===== config.mk =====
export PLATFORM = sky130hd
export DESIGN_NAME = fsc_plane_lane
export DESIGN_NICKNAME = d
export VERILOG_FILES = /design/src/hdl/fsc_pkg.sv /design/src/hdl/fsc_plane_lane.sv
export SDC_FILE = /design/constraint.sdc
export NUM_CORES = 2
export LEC_CHECK = 0
export BUFFER_PORTS_ARGS = -buffer_cell sky130_fd_sc_hd__buf_2
export CORE_ASPECT_RATIO = 1.4
export CORE_MARGIN = 2
export CORE_UTILIZATION = 35
export CTS_CLUSTER_DIAMETER = 60
export DETAILED_ROUTE_END_ITERATION = 7
export PLACE_DENSITY_LB_ADDON = 0.05
export SLEW_MARGIN = 20
export SYNTH_ARGS = -nofsm -noshare
export SYNTH_HDL_FRONTEND = slang
export SYNTH_SLANG_ARGS = --single-unit

===== constraint.sdc =====
create_clock -name clk -period 6.7 [get_ports clk]
set_input_delay 1.34 -clock clk [delete_from_list [all_inputs] [get_ports clk]]
set_output_delay 1.34 -clock clk [all_outputs]
set_load 0.02 [all_outputs]

===== src/hdl/fsc_pkg.sv =====
// Shared constants, codes and types of the frustum sphere culling block.
package fsc_pkg;

	// Default sizes handed to the top level parameters.
	localparam int NumPlanesDef  = 6;
	localparam int MaxVisibleDef = 65536;

	// Field widths.
	localparam int CoordW  = 24;  // Q15.8 positions and plane constants
	localparam int NormW   = 16;  // Q1.14 normals
	localparam int LenW    = 23;  // unsigned Q15.8 radius, height and range
	localparam int ColorW  = 24;
	localparam int CapW    = 17;  // capacity register and visible counter
	localparam int SlotW   = 16;
	localparam int PlaneIdxW = 3;
	localparam int CfgIdxW = 3;
	localparam int CfgDataW = 24;

	// Internal widths.
	localparam int CenterW = CoordW + 2;      // sphere center in Q.9
	localparam int DiffW   = CoordW + 3;      // center minus camera in Q.9
	localparam int SqW     = 2 * DiffW;       // one squared axis distance
	localparam int Dist2W  = SqW + 2;         // sum of three squares
	localparam int RangeW  = LenW + 1;        // doubled view range in Q.9
	localparam int Range2W = 2 * RangeW;      // squared view range
	localparam int ProdW   = NormW + CenterW; // normal times center, Q.23
	localparam int LaneW   = 48;              // plane distance sum, Q.23
	localparam int NormShift = 15;            // Q.8 to Q.23 through the 2^15 scale

	// 0.45 as 115/256 for the enlarged radius.
	localparam int HalfRadW = 30;
	localparam logic [6:0] HalfRadScale = 7'd115;
	localparam logic [LenW-1:0] MinRange = LenW'(256); // 1.0 in Q15.8

	// Item modes.
	localparam logic [1:0] MODE_CLEAR = 2'd0;
	localparam logic [1:0] MODE_LOAD  = 2'd1;
	localparam logic [1:0] MODE_TEST  = 2'd2;

	// Configuration register indexes.
	localparam logic [CfgIdxW-1:0] REG_CAMERA_X  = 3'd0;
	localparam logic [CfgIdxW-1:0] REG_CAMERA_Y  = 3'd1;
	localparam logic [CfgIdxW-1:0] REG_CAMERA_Z  = 3'd2;
	localparam logic [CfgIdxW-1:0] REG_VIEW_DIST = 3'd3;
	localparam logic [CfgIdxW-1:0] REG_CAPACITY  = 3'd4;

	// Reset values of the range and capacity registers.
	localparam logic [LenW-1:0] ViewDistReset = LenW'(65536);
	localparam logic [CapW-1:0] CapacityReset = CapW'(65536);

	// Control of one plane lane for the first pipeline step.
	typedef struct packed {
		logic wr;   // load this lane's plane from the item in stage one
		logic adv;  // stage one item moves into stage two
	} fsc_lane_ctl_t;

	// Item in the last stage as seen by the counter and output register.
	typedef struct packed {
		logic       valid;
		logic [1:0] mode;
		logic       pass;
	} fsc_s3_t;

endpackage


===== src/hdl/fsc_plane_lane.sv =====
// One frustum plane: its stored plane, registered products and the side test.
module fsc_plane_lane (
	input  logic                                   clk,
	input  logic                                   arst_n,
	input  fsc_pkg::fsc_lane_ctl_t                 ctl,
	input  logic signed [fsc_pkg::NormW-1:0]       wr_nx,
	input  logic signed [fsc_pkg::NormW-1:0]       wr_ny,
	input  logic signed [fsc_pkg::NormW-1:0]       wr_nz,
	input  logic signed [fsc_pkg::CoordW-1:0]      wr_off,
	input  logic signed [fsc_pkg::CenterW-1:0]     cx,
	input  logic signed [fsc_pkg::CenterW-1:0]     cy,
	input  logic signed [fsc_pkg::CenterW-1:0]     cz,
	input  logic        [fsc_pkg::LenW-1:0]        r_s2,
	output logic                                   ok
);

	logic signed [fsc_pkg::NormW-1:0]  nx_q, ny_q, nz_q;
	logic signed [fsc_pkg::CoordW-1:0] off_q;
	logic signed [fsc_pkg::ProdW-1:0]  px_s2, py_s2, pz_s2;
	logic signed [fsc_pkg::CoordW-1:0] off_s2;
	logic signed [fsc_pkg::LaneW-1:0]  sum;

	// A plane left at reset has zero normal and offset and never rejects.
	always_ff @(posedge clk or negedge arst_n) begin
		if (!arst_n) begin
			nx_q  <= '0;
			ny_q  <= '0;
			nz_q  <= '0;
			off_q <= '0;
		end else if (ctl.wr) begin
			nx_q  <= wr_nx;
			ny_q  <= wr_ny;
			nz_q  <= wr_nz;
			off_q <= wr_off;
		end
	end

	always_ff @(posedge clk) begin
		if (ctl.adv) begin
			px_s2  <= nx_q * cx;
			py_s2  <= ny_q * cy;
			pz_s2  <= nz_q * cz;
			off_s2 <= off_q;
		end
	end

	// n.c + d >= -r, written as n.c + d + r >= 0, all in Q.23.
	assign sum = fsc_pkg::LaneW'(px_s2) + fsc_pkg::LaneW'(py_s2) + fsc_pkg::LaneW'(pz_s2)
		+ (fsc_pkg::LaneW'(off_s2) <<< fsc_pkg::NormShift)
		+ (fsc_pkg::LaneW'($signed({1'b0, r_s2})) <<< fsc_pkg::NormShift);
	assign ok = !sum[fsc_pkg::LaneW-1];

endmodule


# After elaboration in Yosys (flattened, before gate mapping)
# Cells that the tools add are included.
[op_classes]
addsub = 4
mul = 3
reduce_logical = 1
[op_table]
columns = ["cell", "count"]
rows = [
  ["16-bit by 26-bit multiplier with 42-bit output", 3],
  ["45-bit by 39-bit adder with 46-bit output", 1],
  ["44-bit by 39-bit adder with 45-bit output", 1],
  ["43-bit by 42-bit adder with 44-bit output", 1],
  ["42-bit by 42-bit adder with 43-bit output", 1],
  ["1-bit logical NOT", 1],
]
[totals]
ff_bits = 222
inputBits = 177
out_inout_bits = 1

# Longest topological paths before layout
[depth]
depth_word = 5
ltp_mapped = 26
mapped_depth_nobuf = 24

# Least setup slack after synthesis
# Ideal clock, no wire load.
[synth_path]
path_kind = "input to register"
from = "input port cy[23] (netlist name)"
to = "register py_s2[41] (netlist name) (data pin)"
setup_time_ps = 260
arrival_ps = 6943
slack_ps = -503
stages = 23
path_buffers = 1
cell_sequence = "clkbuf_1 > nand2_1 > fa_1 > inv_1 > fa_1 > inv_1 > fa_1 > inv_1 > fa_1 > fa_1 > inv_1 > fa_1 > inv_1 > ha_1 > and3_1 > nand2_1 > or4_1 > o2111ai_1 > a41oi_2 > nor2_1 > or3_1 > a21oi_1 > xnor2_1"
[synth_via]
elab_chain_len = 1
[synth_rtl]
columns = ["item", "line_no", "source"]
rows = [
  ["start: declaration", "fsc_plane_lane.sv:11", "input logic signed [fsc_pkg::CenterW-1:0] cy,"],
  ["16-bit by 26-bit multiplier with 42-bit output", "fsc_plane_lane.sv:41", "py_s2 <= ny_q * cy;"],
  ["end signal: assignment", "fsc_plane_lane.sv:41", ""],
  ["end: declaration", "fsc_plane_lane.sv:19", "logic signed [fsc_pkg::ProdW-1:0] px_s2, py_s2, pz_s2;"],
]
# Every way passes these cells.
# A chain may end at the register's enable or synchronous reset.

# Worst setup path after layout
[layout_path]
from = "input port cy[7] (netlist name)"
to = "register py_s2[35] (netlist name) (data pin)"
# The elaborated chain is that of the path after synthesis.

==> impl_metrics.py <==
metrics = {
    "cells_and_area": {
        "nets": 8070,
        "area_delta_synth_final_pct": 20.7,
        "final_cells": 8329,
        "drive_gt1_share_pct": 19.8,
    },
    "critical_path": {
        "required_ns": 7.05,
        "cp-end-kind": "flop",
        "cp_max_fo": 11,
        "arrival_ns": 7.05,
        "path_cells": "buf_6 -> and2_1 -> fa_1 -> inv_1 -> fa_1 -> fa_1 -> fa_1 -> fa_1 -> fa_1 -> inv_2 -> ha_4 -> o21a_1 -> o211ai_1 -> buf_4 -> or4_4 -> o2111ai_4 -> a41oi_4 -> buf_6 -> o21bai_1 -> a21oi_2 -> xnor2_2",
        "path_buf_inv": 5,
        "cpLargestDelayFamily": "adder cells",
        "max_stage_delay_ns": 0.60,
        "cp-start-kind": "input pin",
        "critical_path_class": "input pin to flop",
        "crit_top_cell": "fa_1",
        "cp_slowest_cell": "fa_1",
    },
    "logic_synthesis": {
        "seq_area_frac_synth_pct": 11.6,
        "synth_edf_count": 150,
        "synth_area_leader_cell": "fa_1",
        "synth_area_per_cell_um2": 9.85,
        "netlist.area_leader.share_pct": 47.7,
        "synth_most_common_cell": "inv_1",
        "netlist_top_cells_count": "inv_1 (1388), fa_1 (1298), nand2_1 (729), and2_1 (505), ha_1 (379)",
        "synth-async-reset-ratio_pct": 32.4,
        "synthTopCellsByArea": "fa_1 (48%), inv_1 (9.6%), ha_1 (8.7%)",
        "synth.distinct_cells": 78,
        "ys.flop_type": "edfxtp_1",
        "syn_area_mm2": 0.0545,
        "synth-seq-cells": 222,
        "netlist_instances": 5535,
        "syn_nets": 7389,
        "yosys_warnings": 0,
    },
    "sta": {
        "max_slew_margin_pct": 31.0,
        "setup_viol": 0,
        "setup_tns_ns": 0,
        "setup_ws_ns": 0.0000449,
        "hold_viol_final": 0,
        "slew_violations": 0,
        "holdWs_ns": 0.424,
        "rsz0062_at_grt": "true",
        "fin_crit_sh_pct": 100,
        "fin_crit_ns": 6.70,
        "final.setup_skew_ns": 0.0421,
        "max_freq_mhz": 149,
        "worst_pin_slew_ns": 1.04,
    },
    "drt": {
        "firstDrtPassIters": 7,
        "route.detailed.wl_per_inst_um": 19.3,
        "vias": 38600,
        "avgViaCountPerCell": 4.63,
        "dr.first_iter.drc_count": 1468,
        "drc_errors": 0,
        "wl_um": 160000,
        "antenna_left": 0,
    },
    "clocking": {
        "insertion_delay_ns": 0.63,
        "cts_tree": "built",
        "cts_buffer_depth": 3,
        "htreeDepth": 2,
        "cts_buffers": 42,
        "cts_hold_buffers": 0,
        "cts.clk_slew.worst_paths_ns": 0.06,
        "clock-sinks": 222,
        "cts_root_buf": "clkbuf_16",
    },
    "floorplan": {
        "rows": 171,
        "die-width_um": 338,
        "core_area_mm2": 0.155,
        "die_area_mm2": 0.159,
        "io_pins": 178,
        "fp.dieH_um": 471,
        "start_util_pct": 35.2,
    },
    "global_routing": {
        "grt_pass1_vias": 43600,
        "grt_max_degree": 77,
        "grt_use_total_pct": 21.0,
        "grt_overflow_total": 0,
        "antenna_found_initial": 19,
        "grt_pass1_wl_um": 253000,
    },
    "placement": {
        "gp_congestion": 0.834,
        "dp.cells": 8219,
        "post-place-ws_ns": -0.916,
        "dp_hpwl_um": 139000,
        "io_buffer_count": 177,
    },
    "hold_path": {
        "min_path_type": "flop to flop",
    },
    "run": {
        "maxCapViolCount": 0,
    },
    "status": {
        "outcome": "complete, no violations",
    },
}
==> cell type report <==
class                      instances  area [um^2]
multi-input combinational       3715        43400
fill                           15700        89100
clock inverter                    30          320
antenna                            3         7.51
timing repair buffer             847         6830
tap                             2076         2600
inverter                        1388         5210
clock buffer                      48         1100
sequential                       222         6310
==> metrics by stage <==
stage	utilization [%]	area [um^2]
6_report	42.5	65800
5_1_grt	42.5	65800
4_1_cts	41.8	64700
3_5_place_dp	40.7	63100
3_3_place_gp	40.7	63100
2_1_floorplan	-	55300
==> cell usage in the layout, fill, tap and decap left out, types with 31 or more instances in the layout <==
cell,count
buf_4,621
inv_1,1356
buf_2,133
edfxtp_1,150
dfrtp_1,65
xnor2_1,99
fa_2,35
inv_2,32
ha_1,346
xor2_1,31
and2_1,483
buf_12,51
a21oi_1,80
a21o_1,67
o21ai_0,34
mux2_2,69
fa_1,1263
nor2_1,114
nand2_1,712
clkbuf_16,44
ha_4,32
==> state kept, by name, summed over array words and instances (netlist names) <==
register and count:
nx_q 16, ny_q 16, nz_q 16, off_q 24, off_s2 24, px_s2 42
py_s2 42, pz_s2 42
==> cell families after synthesis <==
family / share of synthesized area, %
compound gates: 4.32
xor+xnor: 2.14
fa+ha+maj: 56.4
buf+inv: 11.0
flops: 11.6
mux: 1.50
simple gates: 13.1
==> per-layer routing <==
| metal | GRT usage (%) | part of all wire (%) |
|---|---|---|
| met4 | 4.52 | 2.5 |
| met3 | 2.08 | 2.8 |
| met1 | 25.6 | 40 |
| met2 | 39.5 | 54 |
| met5 | 0 | 0.064 |
==> what timing repair did <==
action,4_1_cts,5_1_grt
setup buffers,4,23
gates cloned,0,2
pin swaps,19,138
gates resized for setup,51,257
setup endpoints to repair,22,44
==> path summary, 6_finish.rpt <==
path	endpoint	slack (ns)	from	cells past startpoint
min	off_s2[17]$_DFFE_PP_	0.42	off_q[17]$_DFFE_PN0P_	0
max in group asynchronous	ny_q[2]$_DFFE_PN0P_	4.72	arst_n	2
max	py_s2[35]$_DFFE_PP_	0.00004	cy[7]	21
min reg2reg	off_s2[17]$_DFFE_PP_	0.42	off_q[17]$_DFFE_PN0P_	0
min in group asynchronous	nz_q[6]$_DFFE_PN0P_	0.65	arst_n	1
max reg2reg	py_s2[35]$_DFFE_PP_	0.11	ny_q[14]$_DFFE_PN0P_	19
Power is left out: the tool's default activity adds up to more than one toggle a clock period on the data nets, which glitch-free logic cannot reach.
