## src/hdl/fsc_pkg.sv

```systemverilog
// Shared constants, codes and types of the frustum sphere culling block.
package fsc_pkg;

	// Default sizes handed to the top level parameters.
	localparam int NumPlanesDef  = 6;
	localparam int MaxVisibleDef = 65536;

	// Field widths.
	localparam int CoordW  = 24;  // Q15.8 positions and plane constants
	localparam int NormW   = 16;  // Q1.14 normals
	localparam int LenW    = 23;  // unsigned Q15.8 radius, height and range
	localparam int ColorW  = 24;
	localparam int CapW    = 17;  // capacity register and visible counter
	localparam int SlotW   = 16;
	localparam int PlaneIdxW = 3;
	localparam int CfgIdxW = 3;
	localparam int CfgDataW = 24;

	// Internal widths.
	localparam int CenterW = CoordW + 2;      // sphere center in Q.9
	localparam int DiffW   = CoordW + 3;      // center minus camera in Q.9
	localparam int SqW     = 2 * DiffW;       // one squared axis distance
	localparam int Dist2W  = SqW + 2;         // sum of three squares
	localparam int RangeW  = LenW + 1;        // doubled view range in Q.9
	localparam int Range2W = 2 * RangeW;      // squared view range
	localparam int ProdW   = NormW + CenterW; // normal times center, Q.23
	localparam int LaneW   = 48;              // plane distance sum, Q.23
	localparam int NormShift = 15;            // Q.8 to Q.23 through the 2^15 scale

	// 0.45 as 115/256 for the enlarged radius.
	localparam int HalfRadW = 30;
	localparam logic [6:0] HalfRadScale = 7'd115;
	localparam logic [LenW-1:0] MinRange = LenW'(256); // 1.0 in Q15.8

	// Item modes.
	localparam logic [1:0] MODE_CLEAR = 2'd0;
	localparam logic [1:0] MODE_LOAD  = 2'd1;
	localparam logic [1:0] MODE_TEST  = 2'd2;

	// Configuration register indexes.
	localparam logic [CfgIdxW-1:0] REG_CAMERA_X  = 3'd0;
	localparam logic [CfgIdxW-1:0] REG_CAMERA_Y  = 3'd1;
	localparam logic [CfgIdxW-1:0] REG_CAMERA_Z  = 3'd2;
	localparam logic [CfgIdxW-1:0] REG_VIEW_DIST = 3'd3;
	localparam logic [CfgIdxW-1:0] REG_CAPACITY  = 3'd4;

	// Reset values of the range and capacity registers.
	localparam logic [LenW-1:0] ViewDistReset = LenW'(65536);
	localparam logic [CapW-1:0] CapacityReset = CapW'(65536);

	// Control of one plane lane for the first pipeline step.
	typedef struct packed {
		logic wr;   // load this lane's plane from the item in stage one
		logic adv;  // stage one item moves into stage two
	} fsc_lane_ctl_t;

	// Item in the last stage as seen by the counter and output register.
	typedef struct packed {
		logic       valid;
		logic [1:0] mode;
		logic       pass;
	} fsc_s3_t;

endpackage

```

## src/hdl/fsc_tally.sv

```systemverilog
// Visible counter, capacity check and the result register.
module fsc_tally (
	input  logic                                   clk,
	input  logic                                   arst_n,
	input  fsc_pkg::fsc_s3_t                       s3,
	input  logic        [fsc_pkg::CapW-1:0]        cap,
	input  logic signed [fsc_pkg::CoordW-1:0]      base_x_s3,
	input  logic signed [fsc_pkg::CoordW-1:0]      base_y_s3,
	input  logic signed [fsc_pkg::CoordW-1:0]      base_z_s3,
	input  logic        [fsc_pkg::LenW-1:0]        radius_s3,
	input  logic        [fsc_pkg::LenW-1:0]        height_s3,
	input  logic        [fsc_pkg::ColorW-1:0]      color_s3,
	output logic                                   rdy_s3,
	output logic                                   out_valid,
	input  logic                                   out_ready,
	output logic        [fsc_pkg::SlotW-1:0]       slot,
	output logic signed [fsc_pkg::CoordW-1:0]      out_base_x,
	output logic signed [fsc_pkg::CoordW-1:0]      out_base_y,
	output logic signed [fsc_pkg::CoordW-1:0]      out_base_z,
	output logic        [fsc_pkg::LenW-1:0]        out_radius,
	output logic        [fsc_pkg::LenW-1:0]        out_height,
	output logic        [fsc_pkg::ColorW-1:0]      out_color,
	output logic                                   full_res
);

	logic [fsc_pkg::CapW-1:0] count_q;
	logic [fsc_pkg::CapW-1:0] count_inc;
	logic                     out_valid_q;
	logic                     out_free;
	logic                     keep;
	logic                     leave;

	assign count_inc = count_q + fsc_pkg::CapW'(1);
	assign out_free  = !out_valid_q || out_ready;
	assign keep      = s3.valid && (s3.mode == fsc_pkg::MODE_TEST) && s3.pass
		&& (count_q < cap);
	// A dropped item leaves even while a result waits.
	assign rdy_s3    = !keep || out_free;
	assign leave     = s3.valid && rdy_s3;

	always_ff @(posedge clk or negedge arst_n) begin
		if (!arst_n) begin
			count_q     <= '0;
			out_valid_q <= 1'b0;
		end else begin
			if (leave && (s3.mode == fsc_pkg::MODE_CLEAR)) begin
				count_q <= '0;
			end else if (keep && out_free) begin
				count_q <= count_inc;
			end
			if (out_free) begin
				out_valid_q <= keep;
			end
		end
	end

	always_ff @(posedge clk) begin
		if (keep && out_free) begin
			slot       <= count_q[fsc_pkg::SlotW-1:0];
			out_base_x <= base_x_s3;
			out_base_y <= base_y_s3;
			out_base_z <= base_z_s3;
			out_radius <= radius_s3;
			out_height <= height_s3;
			out_color  <= color_s3;
			full_res   <= (count_inc == cap);
		end
	end

	assign out_valid = out_valid_q;

endmodule

```

## config.mk

```make
export PLATFORM = sky130hd
export DESIGN_NAME = fsc_tally
export DESIGN_NICKNAME = d
export VERILOG_FILES = /design/src/hdl/fsc_pkg.sv /design/src/hdl/fsc_tally.sv
export SDC_FILE = /design/constraint.sdc
export NUM_CORES = 1
export LEC_CHECK = 0
export ABC_AREA = 1
export BUFFER_PORTS_ARGS = -buffer_cell sky130_fd_sc_hd__buf_2
export CORE_MARGIN = 1.5
export CORE_UTILIZATION = 42
export DETAILED_ROUTE_END_ITERATION = 12
export PLACE_DENSITY = 0.74
export SKIP_CTS_REPAIR_TIMING = 1
export SYNTH_ARGS = -nofsm -noshare
export SYNTH_HDL_FRONTEND = slang
export SYNTH_SLANG_ARGS = --single-unit
export TNS_END_PERCENT = 1
```

## constraint.sdc

```tcl
create_clock -name clk -period 3.25 [get_ports clk]
set_clock_uncertainty 0.05 [all_clocks]
set_input_delay 0.65 -clock clk [delete_from_list [all_inputs] [get_ports clk]]
set_output_delay 0.65 -clock clk [all_outputs]
set_load 0.005 [all_outputs]
```

== After elaboration in Yosys (flattened, before gate mapping) ==
Cells that the tools add are included.

* Word-level logic and storage cells: 28
* Input bits: 166
* Flip-flop bits (word level): 177
* Output and inout bits: 161

* Reductions and logical operators: 12
* Add/sub/neg operators: 1
* Eq/ne operators: 2
* $lt $le $gt $ge: 1
* Mux-type cells: 2

{| class="wikitable"
|+ Operator list
! kind !! count
|-
| 17-bit 2-to-1 mux || 2
|-
| 17-bit by 1-bit adder with 17-bit output (second input constant) || 1
|-
| 17-bit equality test || 1
|-
| 17-bit < comparator || 1
|-
| 1-bit logical AND || 6
|-
| 2-bit equality test (second input constant) || 1
|-
| 1-bit zero test || 2
|-
| 2-bit zero test || 1
|-
| 1-bit logical OR || 2
|-
| 2-bit nonzero test || 1
|}

== Depth between registers and ports, before layout ==
Gate-level depths: netlist of the first run.

* Depth in word-level cells: 9
* Mapped depth: 12
* Mapped depth without buffers: 12

== Worst setup path after synthesis of the first run ==
Ideal clock, no wire load.

* Path type: input to register
* Start point: in cap[12] in the netlist's numbering
* End point: reg full_res (enable)
* Setup slack: -45 ps
* Data required time: 2791 ps
* Path buffers: 1
* Cell stages on the path: 9
* Setup time: 409 ps
* Arrival time: 2836 ps
* Cells stage by stage: inv_1 -> ha_1 -> a21oi_1 -> o21ai_0 -> nand2_1 -> and3_1 -> nand3_4 -> inv_2 -> buf_4

* Word-level cells in the longest chain between the ends: 3

{| class="wikitable"
|+ RTL lines
! item !! line !! source
|-
| from (decl) || fsc_tally.sv:6 || <nowiki>input logic [fsc_pkg::CapW-1:0] cap,</nowiki>
|-
| 17-bit < comparator || fsc_tally.sv:36 || <nowiki>&& (count_q < cap);</nowiki>
|-
| 1-bit logical AND || fsc_tally.sv:36 ||
|-
| 1-bit logical AND || fsc_tally.sv:58 || <nowiki>if (keep && out_free) begin</nowiki>
|-
| to (signal assigned) || fsc_tally.sv:66 || <nowiki>full_res <= (count_inc == cap);</nowiki>
|-
| to (decl) || fsc_tally.sv:23 || <nowiki>output logic full_res</nowiki>
|}

No other way between the ends.
A chain may end at the register's enable or synchronous reset.

== Worst setup path in the final report of the first run ==
* Start point: reg count_q[12] in the netlist's numbering
* End point: out rdy_s3

* Word-level cells in the longest chain between the ends: 4

{| class="wikitable"
|+ RTL lines
! item !! line !! source
|-
| from (decl) || fsc_tally.sv:26 || <nowiki>logic [fsc_pkg::CapW-1:0] count_q;</nowiki>
|-
| from (signal assigned) || fsc_tally.sv:49 || <nowiki>count_q <= count_inc;</nowiki>
|-
| 17-bit < comparator || fsc_tally.sv:36 ||
|-
| 1-bit logical AND || fsc_tally.sv:36 ||
|-
| 1-bit zero test || fsc_tally.sv:38 || <nowiki>assign rdy_s3 = !keep || out_free;</nowiki>
|-
| 1-bit logical OR || fsc_tally.sv:38 ||
|-
| to (decl) || fsc_tally.sv:13 || <nowiki>output logic rdy_s3,</nowiki>
|}

No other way between the ends.

==> metrics.md, run 1 <==
| Metric | Value |
|---|---|
| Outcome | finished, final reports clean |
| Crit path to | rdy_s3 |
| Worst hold slack | about 0.11 ns |
| Asr flop ratio synth | 10.17% |
| Die Y | between 100 and 150 um |
| Placed insts | 1040 |
| Worst VDD drop | 0.3439 mV |
| Yosys cell types | 26 |
| DRT Pass-1 Iters | 4 |
| Final HPWL DP | between 10000 and 15000 um |
| Core Box Area | 0.01583 mm^2 |
| Die width | 130.0 um |
| Finished Cell Area | 0.009320 mm^2 |
| Register area share after synthesis | 77.09% |
| R2R depth | 8 |
| Crit-path max cell delay | 0.47 ns |
| Port bufs | 326 |
| Initial antenna violation count | 2 |
| Worst Setup SP | count_q[12] |
| CTS sink count | about 180 |
| CP max FO | 7 |
| WS Path Type | flop to primary output |
| Place WS | 0.5870 ns |
| Layout cells sized above 1 | between 40 and 50% |
| Share of the synthesized area in the top cell type | 70.44% |
| Synth Area in Adders | 3.323% |
| Max_slew headroom | 58.33% |
| Area leader, netlist | edfxtp_1 |
| Arrival time worst endpoint | 1.96 ns |
| Setup-failing EPs final | 0 |
| Die Area | around 0.017 mm^2 |
| Via/cell ratio | 4.621 |
| Syn Inst Count | 492 |
| Largest family of logic cells by synthesized area | simple AND/OR/NAND/NOR gates |
| Power Total | around 4.7 mW |
| Slew @ Worst Pin | 0.6235 ns |
| Most common cell in the netlist | edfxtp_1 |
| Crit-path cells | ha_1 > a21oi_1 > o21ai_0 > nand2_1 > and3_1 > nand3_1 > buf_2 |
| Max Cap Viol | 0 |
| Final WL | 18160 um |
| Vias | 4954 |
| Worst skew pair latency | around 0.42 ns |
| Leak pwr | 4.210 nW |
| Slowest cell on crit path | dfrtp_1 |
| Pwr/cell area | a little over 500 mW/mm^2 |
| Worst hold path class | input pin to asynchronous set/reset pin |
| First-pass GRT wire length | 25760 um |
| Clock root cell | clkbuf_16 |
| Largest net degree at the start of global routing | 39 |
| I/O pin cnt | 327 |
| Clock slew at reported path FFs | around 0.070 ns |
| Number of flops mapped to enable cells by yosys | 159 |
| GRT overflow | 0 |
| Finished Layout Cells | 1072 |
| Starting density of the core | 42.82% |
| CTS tree | yes |
| Top post-synthesis cells by area | edfxtp_1 70%, nand2_1 7.0%, dfrtp_1 6.6%, nand3_1 3.7%, ha_1 3.3% |
| DRC viols | 0 |
| Layout overhead on the synthesized area | 37.51% |
| Max Clk Rate | 375.8 MHz |
| R2R Path Start | count_q[12] |
| Setup ws final | approximately 0.59 ns |
| R2r endpoint | out_color[17] |
| Final hold vios | 0 |
| Startpoint Class | flop |
| Gpl congestion | approximately 0.83 |
| # rows | 46 |
| Final core utilization | 58.89% |
| Reg2reg setup slack | 0.91 ns |
| Clock buffer depth | 2 |
| All-layer global routing usage | 21.07% |
| Max-slew violations | 0 |
| Average routed wire per standard cell | about 17 um |
| Mux contribution to synthesized area | 0% |
| Yosys reg bits | 177 |
| Synth Cell Area | between 0.006 and 0.007 mm^2 |
| Crit. End Element | primary output |
| Antenna-violating nets left | 0 |
| Worst endpoint required time | 2.55 ns |
| Final period util | 81.89% |
| Post-Route Setup TNS | 0 ns |
| Primary FF master, synth | edfxtp_1 |
| # nets final | 1027 |
| 1st-iter DRT viols | 295 |
| Diodes inserted | 0 |
| Final Critical Period | 2.661 ns |
| Inserted Clock Buffers | 17 |
| XOR/XNOR share of the synthesized area | 0% |
| Avg Inst Size Synth | 13.78 um^2 |
| Synth top cells by count | 159 x edfxtp_1, 126 x nand2_1, 50 x nand3_1 |
| Vias in the first global route | between 4k and 5k |
| RSZ-0062 raised after global routing | no |
| Simple-Gate Fraction of Synth Area | 15.30% |
| H-tree levels | 4 |
| Compound-Gate Fraction of Synth Area | under 10% |
| Post-DP Area | roughly 0.0088 mm^2 |
| Synth warnings | 0 |
| Syn_nets | 676 |
==> cells by family (layout without fill, tap and decap cells) <==
family,Yosys count,in the layout
AO/OA/AOI/OAI,14,14
buffers and inverters,53,417
AND/OR/NAND/NOR,230,230
adder cells (fa/ha/maj),18,18
flip-flops,177,177
==> power by group <==
group | leakage [nW] | internal [mW] | switching, mW | total, mW
Sequential | 1.68 | 2.53 | 0.0167 | 2.54
Clock | 0.267 | 1.07 | 0.848 | 1.92
Combinational | 2.26 | 0.120 | 0.126 | 0.246
==> worst min-delay path by stage <==
stage / slack (ns) / end / cells past startpoint
2_1_floorplan: 0.30 / count_q[0] / 0
6_report: 0.11 / count_q[14] / 1
5_1_grt: 0.12 / count_q[14] / 1
3_5_place_dp: 0.52 / count_q[16] / 2
4_1_cts: 0.11 / count_q[14] / 1
3_3_place_gp: 0.52 / count_q[16] / 2
==> layout by cell type, fill, tap and decap left out, drive strengths merged, types with 3 or more instances in the layout <==
| master | n |
|---|---|
| o21ai | 5 |
| ha | 18 |
| nand4 | 8 |
| clkinvlp | 3 |
| a21oi | 7 |
| clkbuf | 19 |
| inv | 54 |
| edfxtp | 159 |
| nor2 | 34 |
| nand2 | 133 |
| buf | 336 |
| clkinv | 4 |
| dfrtp | 18 |
| nand3 | 51 |
==> layout make-up <==
| type | count | area, um^2 |
|---|---|---|
| tap | 216 | 270.3 |
| fill | 1293 | 6507 |
| multi-input combinational | 262 | 1345 |
| inverter | 49 | 188.9 |
| timing repair buffer | 336 | 1732 |
| clock buffer | 19 | 432.9 |
| sequential | 177 | 5225 |
| clock inverter | 13 | 126.4 |
==> flip-flops by register name, indices dropped and copies added, names as in the netlist <==
name,count
full_res,1
out_base_y,24
out_base_x,24
out_valid,1
out_radius,23
out_base_z,24
out_height,23
out_color,24
count_q,17
slot,16
==> critical path, delay by kind of cell (launching register included) <==
family | cells | cell delay, ns
buffers and inverters | 1 | 0.13
AOI/OAI and AO/OA | 2 | 0.25
adders and majority gates | 1 | 0.33
and+or+nand+nor | 3 | 0.35
DFF | 1 | 0.47
==> routing by layer <==
layer	vias to the layer above	wire length (um)	track usage [%]
met1	2305	7090	25.99
met2	200	9021	33.93
met4	2	492	9.608
met3	34	1540	6.806
li1	2413	-	-
met5	-	11	0
(Power assumes the default switching activity.)
==> run 2, diff against run 1 <==
CORE_AREA = 2 2 129 131   (was not set)
CORE_MARGIN = not set   (was 1.5)
CORE_UTILIZATION = not set   (was 42)
DIE_AREA = 0 0 131 133   (was not set)
PLACE_DENSITY = 0.71   (was 0.74)
clock period = 2.7 ns   (was 3.25 ns; I/O delays follow)
==> run 2 against run 1 <==
Clock power increased by 30%. Worst hold slack got worse by 0.10 ns. Die area increased by 3.0%. Largest power group unchanged.
==> metrics.md, run 2 (synthesized netlist as in run 1, its figures left out) <==
| Metric | Value |
|---|---|
| Initial antenna violation count | 3 (was 2) |
| Arrival time worst endpoint | 1.95 ns (was 1.96 ns) |
| Layout cells sized above 1 | 45.56% (was 45.09%) |
| RSZ-0062 raised after global routing | no (unchanged) |
| Vias in the first global route | 4550 (was 4534) |
| Core Box Area | 0.01617 mm^2 (was 0.01583 mm^2) |
| Starting density of the core | 41.91% (was 42.82%) |
| Leak pwr | 4.233 nW (was 4.210 nW) |
| Final HPWL DP | 13920 um (was 14440 um) |
| Crit-path cells | ha_1 > nand2_1 > nor2_1 > nand4_1 > and3_1 > nand3_1 > buf_2 (was ha_1 > a21oi_1 > o21ai_0 > nand2_1 > and3_1 > nand3_1 > buf_2) |
| Post-Route Setup TNS | 0 ns (unchanged) |
| I/O pin cnt | 327 (unchanged) |
| Max-slew violations | 0 (unchanged) |
| Most frequent cells in the layout | 326 x buf_2, 159 x edfxtp_1, 126 x nand2_1, 50 x nand3_1, 45 x inv_1 (unchanged) |
| # rows | 47 (was 46) |
| GRT overflow | 0 (unchanged) |
| Diodes inserted | 0 (unchanged) |
| Largest net degree at the start of global routing | 43 (was 39) |
| Setup-failing EPs final | 0 (unchanged) |
| All-layer global routing usage | 20.28% (was 21.07%) |
| Crit path max-delay family | simple AND/OR/NAND/NOR gates (was flip-flops) |
| Max_slew headroom | 55.63% (was 58.33%) |
| Most common cell after layout, fill and taps aside | buf_2 (unchanged) |
| Worst skew pair latency | 0.42 ns (about the same) |
| Antenna-violating nets left | 0 (unchanged) |
| Port bufs | 326 (unchanged) |
| CP max FO | 7 (unchanged) |
| Worst VDD drop | 0.4073 mV (was 0.3439 mV) |
| 1st-iter DRT viols | 259 (was 295) |
| Gpl congestion | 0.8707 (was 0.8349) |
| Clock root cell | clkbuf_16 (unchanged) |
| First-pass GRT wire length | 25690 um (was 25760 um) |
| DRC viols | 0 (unchanged) |
| Die width | 131 um (was 130.0 um) |
| Final hold vios | 0 (unchanged) |
| Startpoint Class | flop (unchanged) |
| CTS tree | yes (unchanged) |
| Slew @ Worst Pin | 0.6640 ns (was 0.6235 ns) |
| Crit. End Element | primary output (unchanged) |
| WS Path Type | flop to primary output (unchanged) |
| Inserted Clock Buffers | 17 (unchanged) |
| Die Area | 0.01742 mm^2 (was 0.01691 mm^2) |
| Outcome | finished, final reports clean (unchanged) |
| Die Y | 133 um (was 130.0 um) |
| Crit-path max cell delay | 0.47 ns (about the same) |
| Vias | 4951 (was 4954) |
| Final WL | 17920 um (was 18160 um) |
| Max Clk Rate | around 390 MHz |
| Power Total | 5.845 mW (was 4.707 mW) |
| Pwr/cell area | 622.0 mW/mm^2 (was 505.0 mW/mm^2) |
| Worst path buffer plus inverter count | 1 (unchanged) |
| DRT Pass-1 Iters | 4 (unchanged) |
| Max Cap Viol | 0 (unchanged) |
| Final period util | 94.06% |
| Layout overhead on the synthesized area | 38.66% (was 37.51%) |
| Worst hold path class | input pin to asynchronous set/reset pin (unchanged) |
| Slowest cell on crit path | dfrtp_1 (unchanged) |
| Clock slew at reported path FFs | 0.07 ns (about the same) |
| Average routed wire per standard cell | 16.66 um (was 16.94 um) |
| CTS sink count | 177 (unchanged) |
| Final Critical Period | 2.540 ns |
| # nets final | 1027 (unchanged) |
| Via/cell ratio | 4.601 (was 4.621) |
| H-tree levels | 4 (unchanged) |
| Worst endpoint required time | 2.11 ns (was 2.55 ns) |
| Clock buffer depth | 2 (unchanged) |
==> run 2: changes by cell type in the layout (fill, tap and decap cells not counted), moves of 2 or more <==
cell	before	now
buf_12	2	4
clkinv_4	2	0
inv_8	1	3
buf_4	8	6
clkbuf_1	2	0
dfrtp_2	0	2
dfrtp_1	18	16
==> run 2: path summary, 6_finish.rpt <==
check | startpoint | end | slack [ns] | cells after the start
min | arst_n | count_q[16] | 0.004 | 1
max reg2reg | count_q[14] | slot[3] | 0.43 | 8
max | count_q[12] | rdy_s3 | 0.16 | 7
min reg2reg | count_q[4] | slot[4] | 0.51 | 0
max in group asynchronous | arst_n | count_q[4] | 2.24 | 1
min in group clk | base_x_s3[11] | out_base_x[11] | 0.24 | 1
==> run 2: stage by stage <==
stage | cell area, um^2 | setup slack [ns] | utilization, % | std cells | hold WS [ns]
floorplan | 6790 | 0.1463 | - | 492 | 0.1944
global placement | 8791 | 0.2502 | 54.36 | 1044 | 0.4714
detailed placement | 8791 | 0.2335 | 54.36 | 1044 | 0.4811
CTS | 9393 | 0.07034 | 58.08 | 1076 | 0.01539
global route | 9398 | 0.001314 | 58.11 | 1076 | 0.03434
finish | 9398 | 0.1604 | 58.11 | 1076 | 0.004419
==> run 2: area by class of cell <==
cell class / instances / area [um^2]
Sequential cell: 177 / 5228
Multi-Input combinational cell: 262 / 1348
Timing Repair Buffer: 336 / 1757
Clock buffer: 17 / 425.4
Clock inverter: 15 / 176.4
Inverter: 49 / 188.9
Fill cell: 1372 / 6774
Tap cell: 220 / 275.3
==> run 2: worst register-to-register path, stage by stage (launching register included) <==
cell and delay, ns:
dfrtp_1 0.47, ha_1 0.33, a21oi_1 0.14, nor2_1 0.06, nor2_1 0.10, and3_1 0.22, nand3_4 0.10, inv_6 0.19
buf_12 0.28
==> run 2: layer usage <==
layer,GRT usage [%],wire length [um],vias to the layer above
met2,34.02,9183,182
met3,6.389,1474,29
met4,7.624,366,6
met5,0,41,-
li1,-,-,2417
met1,24.32,6855,2317
==> run 2: power by group <==
| part | leakage [nW] | internal [mW] | switching (mW) |
|---|---|---|---|
| Sequential | 1.68 | 3.04 | 0.0203 |
| Combinational | 2.27 | 0.145 | 0.148 |
| Clock | 0.287 | 1.40 | 1.09 |
| Total | 4.23 | 4.58 | 1.26 |
